<file path="config.mk">
export PLATFORM = sky130hd
export DESIGN_NAME = buddy_block_allocator
export DESIGN_NICKNAME = d
export VERILOG_FILES = /design/src/rtl/bba_pkg.sv /design/src/rtl/bba_ram.sv /design/src/rtl/bba_ctrl.sv /design/src/rtl/bba_dp.sv /design/src/rtl/buddy_block_allocator.sv
export SDC_FILE = /design/constraint.sdc
export NUM_CORES = 2
export LEC_CHECK = 0
export BUFFER_PORTS_ARGS = -buffer_cell sky130_fd_sc_hd__buf_2
export CORE_MARGIN = 5
export CORE_UTILIZATION = 60
export CTS_CLUSTER_DIAMETER = 80
export DETAILED_ROUTE_END_ITERATION = 10
export GPL_TIMING_DRIVEN = 0
export PLACE_DENSITY = 0.8
export SYNTH_ARGS = -nofsm -noshare
export SYNTH_HDL_FRONTEND = slang
export SYNTH_SLANG_ARGS = --single-unit
</file>
<file path="constraint.sdc">
create_clock -name i_clk -period 9 [get_ports i_clk]
set_clock_uncertainty 0.2 [all_clocks]
set_input_delay 1.8 -clock i_clk [delete_from_list [all_inputs] [get_ports i_clk]]
set_output_delay 1.8 -clock i_clk [all_outputs]
set_load 0.01 [all_outputs]
</file>
<file path="src/rtl/bba_pkg.sv">
// Shared types, constants and sizing helpers for the buddy block allocator.
package bba_pkg;

    localparam int MaxBlocksDefault = 32;
    localparam int OrderW           = 5;
    localparam int ReqW             = 31;
    localparam int AddrW            = 30;
    localparam int StatusW          = 2;
    localparam int TotalOrderReset  = 10;
    localparam int OrderLimit       = 30;
    localparam int MaxFitOrder      = 31;
    localparam int InTdataW         = 32;
    localparam int OutTdataW        = 40;

    localparam logic [StatusW-1:0] ST_OK       = 2'd0;
    localparam logic [StatusW-1:0] ST_NO_FIT   = 2'd1;
    localparam logic [StatusW-1:0] ST_OVERFLOW = 2'd2;

    typedef struct packed {
        logic [OrderW-1:0] order;
        logic              used;
        logic [AddrW-1:0]  start;
    } t_entry;

    localparam int EntryW = $bits(t_entry);

    typedef enum logic [3:0] {
        S_INIT, S_IDLE, S_FIT, S_SCAN_RD, S_SCAN_CHK, S_PREP, S_CHECK,
        S_MOVE_RD, S_MOVE_WR, S_GRANT, S_PIECE, S_RES_OK, S_RES_NOFIT, S_RES_OVF
    } t_state;

    typedef enum logic [3:0] {
        OP_NONE, OP_INIT, OP_LOAD, OP_FIT, OP_SCAN_CHK, OP_MARK, OP_PREP,
        OP_MOVE_WR, OP_GRANT, OP_PIECE, OP_RES_OK, OP_RES_NOFIT, OP_RES_OVF
    } t_op;

    typedef struct packed {
        logic fit_done;
        logic exact_hit;
        logic scan_last;
        logic big_found;
        logic overflow;
        logic need_move;
        logic move_done;
        logic piece_done;
        logic out_free;
    } t_status;

endpackage

</file>
<file path="src/rtl/bba_ram.sv">
// Generic single-write, single-read RAM with registered read data.
module bba_ram #(
    parameter int WIDTH = 8,
    parameter int DEPTH = 32
) (
    input  logic                     i_clk,
    input  logic                     i_we,
    input  logic [$clog2(DEPTH)-1:0] i_waddr,
    input  logic [WIDTH-1:0]         i_wdata,
    input  logic [$clog2(DEPTH)-1:0] i_raddr,
    output logic [WIDTH-1:0]         o_rdata
);

    logic [WIDTH-1:0] r_mem [DEPTH];
    logic [WIDTH-1:0] r_rdata;

    always_ff @(posedge i_clk) begin
        if (i_we) begin
            r_mem[i_waddr] <= i_wdata;
        end
        r_rdata <= r_mem[i_raddr];
    end

    assign o_rdata = r_rdata;

endmodule

</file>
<file path="src/rtl/bba_ctrl.sv">
// Sequencing state machine for the buddy block allocator.
module bba_ctrl (
    input  logic             i_clk,
    input  logic             i_rst_n,
    input  logic             i_cfg_wen,
    input  logic             i_in_valid,
    output logic             o_in_ready,
    input  bba_pkg::t_status i_status,
    output bba_pkg::t_op     o_op
);

    bba_pkg::t_state r_state, n_state;

    always_ff @(posedge i_clk) begin
        if (!i_rst_n) begin
            r_state <= bba_pkg::S_INIT;
        end else begin
            r_state <= n_state;
        end
    end

    always_comb begin
        n_state    = r_state;
        o_op       = bba_pkg::OP_NONE;
        o_in_ready = 1'b0;
        unique case (r_state)
            bba_pkg::S_INIT: begin
                o_op    = bba_pkg::OP_INIT;
                n_state = bba_pkg::S_IDLE;
            end
            bba_pkg::S_IDLE: begin
                // Hold off the request while a total order write takes the cycle.
                o_in_ready = !i_cfg_wen;
                if (i_cfg_wen) begin
                    n_state = bba_pkg::S_INIT;
                end else if (i_in_valid) begin
                    o_op    = bba_pkg::OP_LOAD;
                    n_state = bba_pkg::S_FIT;
                end
            end
            bba_pkg::S_FIT: begin
                if (i_status.fit_done) begin
                    n_state = bba_pkg::S_SCAN_RD;
                end else begin
                    o_op = bba_pkg::OP_FIT;
                end
            end
            bba_pkg::S_SCAN_RD: begin
                n_state = bba_pkg::S_SCAN_CHK;
            end
            bba_pkg::S_SCAN_CHK: begin
                if (i_status.exact_hit) begin
                    o_op    = bba_pkg::OP_MARK;
                    n_state = bba_pkg::S_RES_OK;
                end else begin
                    o_op    = bba_pkg::OP_SCAN_CHK;
                    n_state = i_status.scan_last ? bba_pkg::S_PREP : bba_pkg::S_SCAN_RD;
                end
            end
            bba_pkg::S_PREP: begin
                if (i_status.big_found) begin
                    o_op    = bba_pkg::OP_PREP;
                    n_state = bba_pkg::S_CHECK;
                end else begin
                    n_state = bba_pkg::S_RES_NOFIT;
                end
            end
            bba_pkg::S_CHECK: begin
                priority if (i_status.overflow) begin
                    n_state = bba_pkg::S_RES_OVF;
                end else if (i_status.need_move) begin
                    n_state = bba_pkg::S_MOVE_RD;
                end else begin
                    n_state = bba_pkg::S_GRANT;
                end
            end
            bba_pkg::S_MOVE_RD: begin
                n_state = bba_pkg::S_MOVE_WR;
            end
            bba_pkg::S_MOVE_WR: begin
                o_op    = bba_pkg::OP_MOVE_WR;
                n_state = i_status.move_done ? bba_pkg::S_GRANT : bba_pkg::S_MOVE_RD;
            end
            bba_pkg::S_GRANT: begin
                o_op    = bba_pkg::OP_GRANT;
                n_state = bba_pkg::S_PIECE;
            end
            bba_pkg::S_PIECE: begin
                o_op = bba_pkg::OP_PIECE;
                if (i_status.piece_done) begin
                    n_state = bba_pkg::S_RES_OK;
                end
            end
            bba_pkg::S_RES_OK: begin
                if (i_status.out_free) begin
                    o_op    = bba_pkg::OP_RES_OK;
                    n_state = bba_pkg::S_IDLE;
                end
            end
            bba_pkg::S_RES_NOFIT: begin
                if (i_status.out_free) begin
                    o_op    = bba_pkg::OP_RES_NOFIT;
                    n_state = bba_pkg::S_IDLE;
                end
            end
            bba_pkg::S_RES_OVF: begin
                if (i_status.out_free) begin
                    o_op    = bba_pkg::OP_RES_OVF;
                    n_state = bba_pkg::S_IDLE;
                end
            end
            default: begin
                n_state = bba_pkg::S_INIT;
            end
        endcase
    end

endmodule

</file>
<file path="src/rtl/bba_dp.sv">
// Datapath: fit order, table scan, split moves and the result register.
module bba_dp #(
    parameter int MAX_BLOCKS = bba_pkg::MaxBlocksDefault
) (
    input  logic                                i_clk,
    input  logic                                i_rst_n,
    input  logic                                i_cfg_wen,
    input  logic [bba_pkg::OrderW-1:0]          i_cfg_wdata,
    input  logic [bba_pkg::ReqW-1:0]            i_req,
    input  bba_pkg::t_op                        i_op,
    output bba_pkg::t_status                    o_status,
    input  logic                                i_out_ready,
    output logic                                o_out_valid,
    output logic                                o_granted,
    output logic [bba_pkg::StatusW-1:0]         o_res_status,
    output logic [bba_pkg::AddrW-1:0]           o_start
);

    localparam int IW = $clog2(MAX_BLOCKS);
    localparam int CW = $clog2(MAX_BLOCKS + 1);
    localparam int SW = ((CW > bba_pkg::OrderW) ? CW : bba_pkg::OrderW) + 1;
    localparam int OW = bba_pkg::OrderW;
    localparam int AW = bba_pkg::AddrW;

    logic [OW-1:0]               r_total;
    logic [bba_pkg::ReqW-1:0]    r_req;
    logic [bba_pkg::ReqW:0]      r_pow;
    logic [OW-1:0]               r_f;
    logic [CW-1:0]               r_count;
    logic [CW-1:0]               r_i;
    logic                        r_big_found;
    logic [IW-1:0]               r_big_idx;
    logic [OW-1:0]               r_big_order;
    logic [AW-1:0]               r_big_start;
    logic [OW-1:0]               r_grow;
    logic [CW-1:0]               r_src;
    logic [OW-1:0]               r_j;
    logic [OW-1:0]               r_ord;
    logic [AW:0]                 r_addr;
    logic [AW:0]                 r_size;
    logic [AW-1:0]               r_res_start;
    logic                        r_out_valid;
    logic                        r_granted;
    logic [bba_pkg::StatusW-1:0] r_res_status;
    logic [AW-1:0]               r_start;

    logic                 ram_we;
    logic [IW-1:0]        ram_waddr;
    bba_pkg::t_entry      ram_wdata;
    logic [IW-1:0]        ram_raddr;
    bba_pkg::t_entry      ram_rdata;
    logic [SW-1:0]        need_sum;
    logic [SW-1:0]        dst_sum;
    logic [SW-1:0]        piece_sum;
    logic                 is_free;

    bba_ram #(
        .WIDTH (bba_pkg::EntryW),
        .DEPTH (MAX_BLOCKS)
    ) u_table (
        .i_clk   (i_clk),
        .i_we    (ram_we),
        .i_waddr (ram_waddr),
        .i_wdata (ram_wdata),
        .i_raddr (ram_raddr),
        .o_rdata (ram_rdata)
    );

    assign is_free   = !ram_rdata.used;
    assign need_sum  = SW'(r_count) + SW'(r_grow);
    assign dst_sum   = SW'(r_src) + SW'(r_grow);
    assign piece_sum = SW'(r_big_idx) + SW'(r_j);
    // During moves r_i tracks the source entry, so one read index serves both loops.
    assign ram_raddr = r_i[IW-1:0];

    always_comb begin
        o_status.fit_done   = !((r_f < OW'(bba_pkg::MaxFitOrder)) &&
                                (r_pow < {1'b0, r_req}));
        o_status.exact_hit  = is_free && (ram_rdata.order == r_f);
        o_status.scan_last  = (r_i == r_count - CW'(1));
        o_status.big_found  = r_big_found;
        o_status.overflow   = need_sum > SW'(MAX_BLOCKS);
        o_status.need_move  = r_src > CW'(r_big_idx);
        o_status.move_done  = (r_src - CW'(1)) == CW'(r_big_idx);
        o_status.piece_done = (r_j == r_grow);
        o_status.out_free   = !r_out_valid || i_out_ready;
    end

    always_comb begin
        ram_we    = 1'b0;
        ram_waddr = r_i[IW-1:0];
        ram_wdata = ram_rdata;
        unique case (i_op)
            bba_pkg::OP_INIT: begin
                ram_we    = 1'b1;
                ram_waddr = '0;
                ram_wdata = '{order: r_total, used: 1'b0, start: '0};
            end
            bba_pkg::OP_MARK: begin
                ram_we         = 1'b1;
                ram_wdata.used = 1'b1;
            end
            bba_pkg::OP_MOVE_WR: begin
                ram_we    = 1'b1;
                ram_waddr = dst_sum[IW-1:0];
            end
            bba_pkg::OP_GRANT: begin
                ram_we    = 1'b1;
                ram_waddr = r_big_idx;
                ram_wdata = '{order: r_f, used: 1'b1, start: r_addr[AW-1:0]};
            end
            bba_pkg::OP_PIECE: begin
                ram_we    = 1'b1;
                ram_waddr = piece_sum[IW-1:0];
                ram_wdata = '{order: r_ord, used: 1'b0, start: r_addr[AW-1:0]};
            end
            default: begin
                ram_we = 1'b0;
            end
        endcase
    end

    // Control state: configured order, table fill count, result valid.
    always_ff @(posedge i_clk) begin
        if (!i_rst_n) begin
            r_total     <= OW'(bba_pkg::TotalOrderReset);
            r_count     <= CW'(1);
            r_out_valid <= 1'b0;
        end else begin
            if (i_cfg_wen) begin
                r_total <= (i_cfg_wdata > OW'(bba_pkg::OrderLimit)) ?
                           OW'(bba_pkg::OrderLimit) : i_cfg_wdata;
            end
            if (i_op == bba_pkg::OP_INIT) begin
                r_count <= CW'(1);
            end else if (i_op == bba_pkg::OP_PIECE && r_j == r_grow) begin
                r_count <= need_sum[CW-1:0];
            end
            if (i_op == bba_pkg::OP_RES_OK || i_op == bba_pkg::OP_RES_NOFIT ||
                i_op == bba_pkg::OP_RES_OVF) begin
                r_out_valid <= 1'b1;
            end else if (i_out_ready) begin
                r_out_valid <= 1'b0;
            end
        end
    end

    always_ff @(posedge i_clk) begin
        unique case (i_op)
            bba_pkg::OP_LOAD: begin
                r_req       <= i_req;
                r_pow       <= (bba_pkg::ReqW+1)'(2);
                r_f         <= OW'(1);
                r_i         <= '0;
                r_src       <= '0;
                r_big_found <= 1'b0;
            end
            bba_pkg::OP_FIT: begin
                r_pow <= {r_pow[bba_pkg::ReqW-1:0], 1'b0};
                r_f   <= r_f + OW'(1);
            end
            bba_pkg::OP_SCAN_CHK: begin
                if (is_free && ram_rdata.order > r_f && !r_big_found) begin
                    r_big_found <= 1'b1;
                    r_big_idx   <= r_i[IW-1:0];
                    r_big_order <= ram_rdata.order;
                    r_big_start <= ram_rdata.start;
                end
                r_i <= r_i + CW'(1);
            end
            bba_pkg::OP_MARK: begin
                r_res_start <= ram_rdata.start;
            end
            bba_pkg::OP_PREP: begin
                r_grow <= r_big_order - r_f;
                r_src  <= r_count - CW'(1);
                r_i    <= r_count - CW'(1);
                r_addr <= {1'b0, r_big_start};
            end
            bba_pkg::OP_MOVE_WR: begin
                // Walk the source down; read address follows on the next cycle.
                r_src <= r_src - CW'(1);
                r_i   <= r_src - CW'(1);
            end
            bba_pkg::OP_GRANT: begin
                r_res_start <= r_addr[AW-1:0];
                r_size      <= r_pow[AW:0];
                r_addr      <= r_addr + r_pow[AW:0];
                r_ord       <= r_f;
                r_j         <= OW'(1);
            end
            bba_pkg::OP_PIECE: begin
                // Each free piece is as large as everything before it in the block.
                r_addr <= r_addr + r_size;
                r_size <= {r_size[AW-1:0], 1'b0};
                r_ord  <= r_ord + OW'(1);
                r_j    <= r_j + OW'(1);
            end
            bba_pkg::OP_RES_OK: begin
                r_granted    <= 1'b1;
                r_res_status <= bba_pkg::ST_OK;
                r_start      <= r_res_start;
            end
            bba_pkg::OP_RES_NOFIT: begin
                r_granted    <= 1'b0;
                r_res_status <= bba_pkg::ST_NO_FIT;
                r_start      <= '0;
            end
            bba_pkg::OP_RES_OVF: begin
                r_granted    <= 1'b0;
                r_res_status <= bba_pkg::ST_OVERFLOW;
                r_start      <= '0;
            end
            default: begin
                r_req <= r_req;
            end
        endcase
    end

    assign o_out_valid  = r_out_valid;
    assign o_granted    = r_granted;
    assign o_res_status = r_res_status;
    assign o_start      = r_start;

endmodule

</file>
<file path="src/rtl/buddy_block_allocator.sv">
// From accept to result valid: the fit order is found step by step, then table entries
// are scanned by a read/check state pair; with no exact fit the whole table is scanned
// and the result is no fit, overflow, or a split that moves entries and writes pieces.
// Requests are taken one at a time, a new one only back in idle after the result,
// paced by the read/check loop over the single-read-port table memory.
// Reset (synchronous, active low) and a total_order write taken while idle rewrite
// the table as the single free head block before the next request is taken.
module buddy_block_allocator #(
    parameter int MAX_BLOCKS = bba_pkg::MaxBlocksDefault
) (
    input  logic                              i_clk,
    input  logic                              i_rst_n,
    input  logic                              i_cfg_wen,
    input  logic [bba_pkg::OrderW-1:0]        i_cfg_wdata,
    input  logic                              s_axis_tvalid,
    output logic                              s_axis_tready,
    input  logic [bba_pkg::InTdataW-1:0]      s_axis_tdata,  // [30:0] request_size
    output logic                              m_axis_tvalid,
    input  logic                              m_axis_tready,
    output logic [bba_pkg::OutTdataW-1:0]     m_axis_tdata   // [0] granted, [2:1] status,
                                                             // [32:3] start_address
);

    bba_pkg::t_op                op;
    bba_pkg::t_status            status;
    logic                        granted;
    logic [bba_pkg::StatusW-1:0] res_status;
    logic [bba_pkg::AddrW-1:0]   start;

    bba_ctrl u_ctrl (
        .i_clk      (i_clk),
        .i_rst_n    (i_rst_n),
        .i_cfg_wen  (i_cfg_wen),
        .i_in_valid (s_axis_tvalid),
        .o_in_ready (s_axis_tready),
        .i_status   (status),
        .o_op       (op)
    );

    bba_dp #(
        .MAX_BLOCKS (MAX_BLOCKS)
    ) u_dp (
        .i_clk        (i_clk),
        .i_rst_n      (i_rst_n),
        .i_cfg_wen    (i_cfg_wen),
        .i_cfg_wdata  (i_cfg_wdata),
        .i_req        (s_axis_tdata[bba_pkg::ReqW-1:0]),
        .i_op         (op),
        .o_status     (status),
        .i_out_ready  (m_axis_tready),
        .o_out_valid  (m_axis_tvalid),
        .o_granted    (granted),
        .o_res_status (res_status),
        .o_start      (start)
    );

    assign m_axis_tdata = {7'd0, start, res_status, granted};

endmodule

</file>
==> metrics list <==
- The slowest stage of the critical path belongs to the cell sky130_fd_sc_hd__a211oi_2.
* Hold Violations, Final: 0
- Post-synthesis cell area: 0.0597 mm^2
- At the worst endpoint, the required time is 9.30 ns.
- Placed wire-length estimate after detailed placement: 101 mm
- Unique masters post-synth: 77
- In this design, the critical path's most frequently occurring cell is sky130_fd_sc_hd__a21oi_1.
* Synth area leader: sky130_fd_sc_hd__edfxtp_1
* Type of destination of the critical path: register
- Post-cts hold buffer count: 0
- Crit path launch: i_cfg_wen
- After filler insertion, the fill cell instance count of the layout stands at 6053.
- The flow ran to the end, and the final reports show no timing, DRC or antenna violations.
- The die covers 0.106 mm^2.
- Internal power summed over all cells: 0.0145 W
* Via-per-instance ratio: 6.59
- Max-cap viol count: 0
- For the worst flop-to-flop path, the logic depth is 20.
- For the pin with the worst max-slew slack, the measured transition is 1.44 ns.
- Max Fclk: 139 MHz
- No sink is reached through more buffers than the 3 on the longest clock path.
* Type of the worst min-delay path: reg -> reg
- Summed over its instances, the top area cell type makes up 70.8% of the synthesized netlist area.
- Placement row count: 115
- Dominant cells by area after synthesis: sky130_fd_sc_hd__edfxtp_1 71%, sky130_fd_sc_hd__mux4_2 5.4%, sky130_fd_sc_hd__mux2i_1 3.8%, sky130_fd_sc_hd__nand2_1 2.7%, sky130_fd_sc_hd__ha_1 1.9%
- Iter 0 DRT Violations: 4869
- Switching power as a share of total power: 31.9%
* Net Sw Power: 0.00679 W
* Pre-Repair DR Iteration Count: 7
- Max-slew headroom at the worst pin: 3.75%
- Final worst-path cycle share: 79.9%
- Largest net degree at the start of global routing: 37
- After clock tree synthesis, the setup repair step added 0 buffers.
- In the routed design, unresolved DRC markers number 0.
- At the end of the flow, the number of nets in the layout was 4054.
- Leakage: 23.3 nW
- The critical path is of the in -> reg type.
* Setup-failing EPs final: 0
* Cell-by-cell trace of the critical path: clkbuf_1 -> nand4b_1 -> o2111ai_2 -> a211oi_2 -> clkbuf_1 -> buf_1 -> nand2_1 -> nand2_1 -> ha_1 -> a21o_1 -> a21oi_1 -> a21oi_1 -> o21ai_0 -> a21oi_1 -> a311o_1 -> o31ai_1 -> xor2_1 -> o21ai_0
- Chip width: 326 um
* Mean post-synth cell area: 16.4 um^2
* Power per standard cell area: 315 mW/mm^2
- Total power consumption of the routed design: 0.0213 W
- In this run the vertical extent of the chip is 326 um.
* CP Capture Point: u_dp.r_addr[28]
- Registers are responsible for 46.9% of the overall power.
* Worst-path fanout max: 10
- Critical register-to-register path endpoint: u_dp.r_addr[28]
- In the final routed layout, each cell accounts on average for 28.8 um.
* Largest voltage drop on the vdd net: 0.000205 V
- For this configuration, the core starts out at a cell density of 60.6%.
* Top Ports: 84
* Post-synthesis sequential area ratio: 72.6%
- Cell count after synthesis: 3650
- Core area: 0.0986 mm^2
- H-tree levels: 4
- Register-to-register path setup slack: 2.28 ns
- The number of antenna violations at the first check in global routing came to 2.
- Yosys warning total: 0
* Post-CTS resize count: 0
- 0 antenna diodes ended up in the layout.
- The clock net in this run drives a total of 1461 sinks.
- Clock-pin slew was measured on the worst setup and hold paths at 0.06 ns.
* Async set or reset register ratio after synthesis: 0%
- The count of buffers added on input and output ports is 74.
- Post-synthesis sequential element count: 1461
- The routed design could run at a clock period as short as 7.19 ns.
* Via count: 35037
* Part of the power in the clock network: 27.8%
- The via count of the first global-routing pass is 34888.
- Most common flop cell mapped by yosys: sky130_fd_sc_hd__edfxtp_1
- The first global-routing pass estimated 222 mm of wire.
- The worst setup path is launched from a primary input.
* Worst endpoint data arrival time: 7.49 ns
- The area growth from synthesis to layout is 13.0%.
- FF-to-FF Start: u_dp.r_f[3]
* Total gr overflow: 0
* Setup repair after global routing missed its margin: false
* Final hold slack: 0.251 ns
- In this run, the combinational gates consume 25.3% of the power.
* EDFF count, synth: 1409
- Post-route antenna net violation count: 0
- Clock latency on the worst-skew pair: 0.77 ns
* GRT Util Overall: 28.4%
- Final GP Congestion: 0.867
- Clock root buffer: sky130_fd_sc_hd__clkbuf_16
- The final layout contains routed wiring with a total length of 153 mm.
- The max-slew violation total from the final report is 0.
- Total clock buffers created by CTS: 145
* Crit path largest cell delay: 0.69 ns
- Proportion of layout cells with a drive suffix above 1: 15.4%
- TritonCTS built the clock tree.
## kinds of logic after synthesis
group,count (synthesis),synth area share [%]
AOI/OAI and AO/OA,633,6.93
other,1,0.00628
and+or+nand+nor,679,4.97
DFF,1461,72.6
muxes,447,10.7
xor gates and xnor gates,70,1.03
adders and majority gates,96,2.07
buffers and inverters,263,1.77
## power groups by stage
| stage | logic, W | clock network (W) | registers [W] |
|---|---|---|---|
| after floorplan | 0.00306 | 0 | 0.00996 |
| after global placement | 0.00471 | 0 | 0.0101 |
| after detailed placement | 0.00518 | 0 | 0.0101 |
| after CTS | 0.00525 | 0.00594 | 0.00998 |
| after global routing | 0.00566 | 0.00626 | 0.0100 |
| final | 0.00539 | 0.00591 | 0.00999 |
## placed cells by master (no fill, tap or decap), types with 10 or more instances in the layout
| cell | count |
|---|---|
| sky130_fd_sc_hd__nand2_1 | 425 |
| sky130_fd_sc_hd__a21o_1 | 25 |
| sky130_fd_sc_hd__clkbuf_1 | 144 |
| sky130_fd_sc_hd__buf_16 | 13 |
| sky130_fd_sc_hd__o22ai_1 | 43 |
| sky130_fd_sc_hd__buf_4 | 11 |
| sky130_fd_sc_hd__buf_12 | 23 |
| sky130_fd_sc_hd__nor3_1 | 11 |
| sky130_fd_sc_hd__a21oi_1 | 156 |
| sky130_fd_sc_hd__a211oi_1 | 12 |
| sky130_fd_sc_hd__mux4_2 | 144 |
| sky130_fd_sc_hd__clkinv_1 | 26 |
| sky130_fd_sc_hd__a22o_1 | 29 |
| sky130_fd_sc_hd__o21ai_0 | 169 |
| sky130_fd_sc_hd__and2_1 | 67 |
| sky130_fd_sc_hd__nand3_1 | 27 |
| sky130_fd_sc_hd__bufinv_16 | 10 |
| sky130_fd_sc_hd__edfxtp_1 | 1409 |
| sky130_fd_sc_hd__inv_1 | 74 |
| sky130_fd_sc_hd__nor2b_1 | 11 |
| sky130_fd_sc_hd__xor2_1 | 24 |
| sky130_fd_sc_hd__nor2_1 | 47 |
| sky130_fd_sc_hd__clkinv_2 | 19 |
| sky130_fd_sc_hd__ha_1 | 91 |
| sky130_fd_sc_hd__mux2_2 | 74 |
| sky130_fd_sc_hd__nor2_4 | 33 |
| sky130_fd_sc_hd__buf_2 | 97 |
| sky130_fd_sc_hd__buf_1 | 41 |
| sky130_fd_sc_hd__o21a_1 | 11 |
| sky130_fd_sc_hd__dfxtp_1 | 52 |
| sky130_fd_sc_hd__o221ai_1 | 109 |
| sky130_fd_sc_hd__clkbuf_16 | 148 |
| sky130_fd_sc_hd__mux2i_1 | 229 |
| sky130_fd_sc_hd__nand2b_1 | 11 |
| sky130_fd_sc_hd__xnor2_1 | 46 |
## critical path: cells and delay by family
family | cells | cell delay, ns
and+or+nand+nor | 3 | 0.78
buffers and inverters | 3 | 1.52
xor gates and xnor gates | 1 | 0.22
AOI/OAI and AO/OA | 10 | 2.86
adders and majority gates | 1 | 0.29
## metal layers
metal	vias to the layer above	global-route usage (%)	routed length, um
met5	-	0	26
met4	4	11.9	6730
met3	471	6.80	16700
met2	2307	47.1	74900
met1	17445	36.4	54500
li1	14810	-	-
## cell usage after synthesis (52+ instances only)
cell type                  count
sky130_fd_sc_hd__o221ai_1    109
sky130_fd_sc_hd__dfxtp_1      52
sky130_fd_sc_hd__a21oi_1     156
sky130_fd_sc_hd__edfxtp_1   1409
sky130_fd_sc_hd__mux4_2      144
sky130_fd_sc_hd__mux2_2       74
sky130_fd_sc_hd__o21ai_0     170
sky130_fd_sc_hd__mux2i_1     229
sky130_fd_sc_hd__nor2_1       80
sky130_fd_sc_hd__and2_1       67
sky130_fd_sc_hd__nand2_1     427
sky130_fd_sc_hd__inv_1        74
sky130_fd_sc_hd__ha_1         91
sky130_fd_sc_hd__clkbuf_1    111
## final cells by class
class                      count  area (um^2)  area share (%)
buffer                       186          769            1.14
clock buffer                 187         3900            5.78
clock inverter                72          711            1.05
inverter                      77          290           0.430
multi-input combinational   1932        15600            23.2
sequential                  1461        43400            64.2
tap                         1287         1610            2.39
timing repair buffer         113         1230            1.83
## worst min-delay path by stage
| stage | start | to | slack [ns] | depth (start not counted) |
|---|---|---|---|---|
| 2_1_floorplan | u_dp.r_i[2] | u_dp.r_big_idx[2] | 0.22 | 0 |
| 3_5_place_dp | u_dp.r_i[3] | u_dp.r_big_idx[3] | 0.23 | 0 |
| 6_report | u_dp.r_i[3] | u_dp.r_big_idx[3] | 0.25 | 0 |
| 4_1_cts | u_dp.r_i[3] | u_dp.r_big_idx[3] | 0.25 | 0 |
| 5_1_grt | u_dp.u_table.o_rdata[20] | u_dp.r_big_start[20] | 0.27 | 0 |
| 3_3_place_gp | u_dp.r_i[3] | u_dp.r_big_idx[3] | 0.23 | 0 |
## sequential cells by signal, summed over array words and instances, names as in the netlist, 2 cells and up
register	flops
u_dp.r_big_start	30
u_dp.r_req	31
u_dp.r_grow	5
u_ctrl.r_state	4
u_dp.r_j	5
u_dp.r_f	5
u_dp.r_size	29
u_dp.r_big_order	5
u_dp.r_res_start	30
u_dp.r_big_idx	5
u_dp.o_res_status	2
u_dp.r_src	6
u_dp.r_total	5
u_dp.r_i	6
u_dp.r_pow	31
u_dp.r_addr	30
u_dp.o_start	30
u_dp.u_table.o_rdata	36
u_dp.u_table.r_mem	1152
u_dp.r_ord	5
u_dp.r_count	6
## per-stage QoR
step                      cells  cell area [um^2]  setup slack, ns  utilization, %  TNS, ns
after CTS                  5315             67500             1.92            68.5        0
after floorplan            3656             59800             1.96               -        0
after global placement     5017             61700            -1.18            62.6  -834.22
after detailed placement   5056             62900             1.12            63.8        0
after global routing       5315             67500             1.58            68.5        0
final                      5315             67500             1.81            68.5        0
Note: power is estimated with default switching activity, not from simulation.
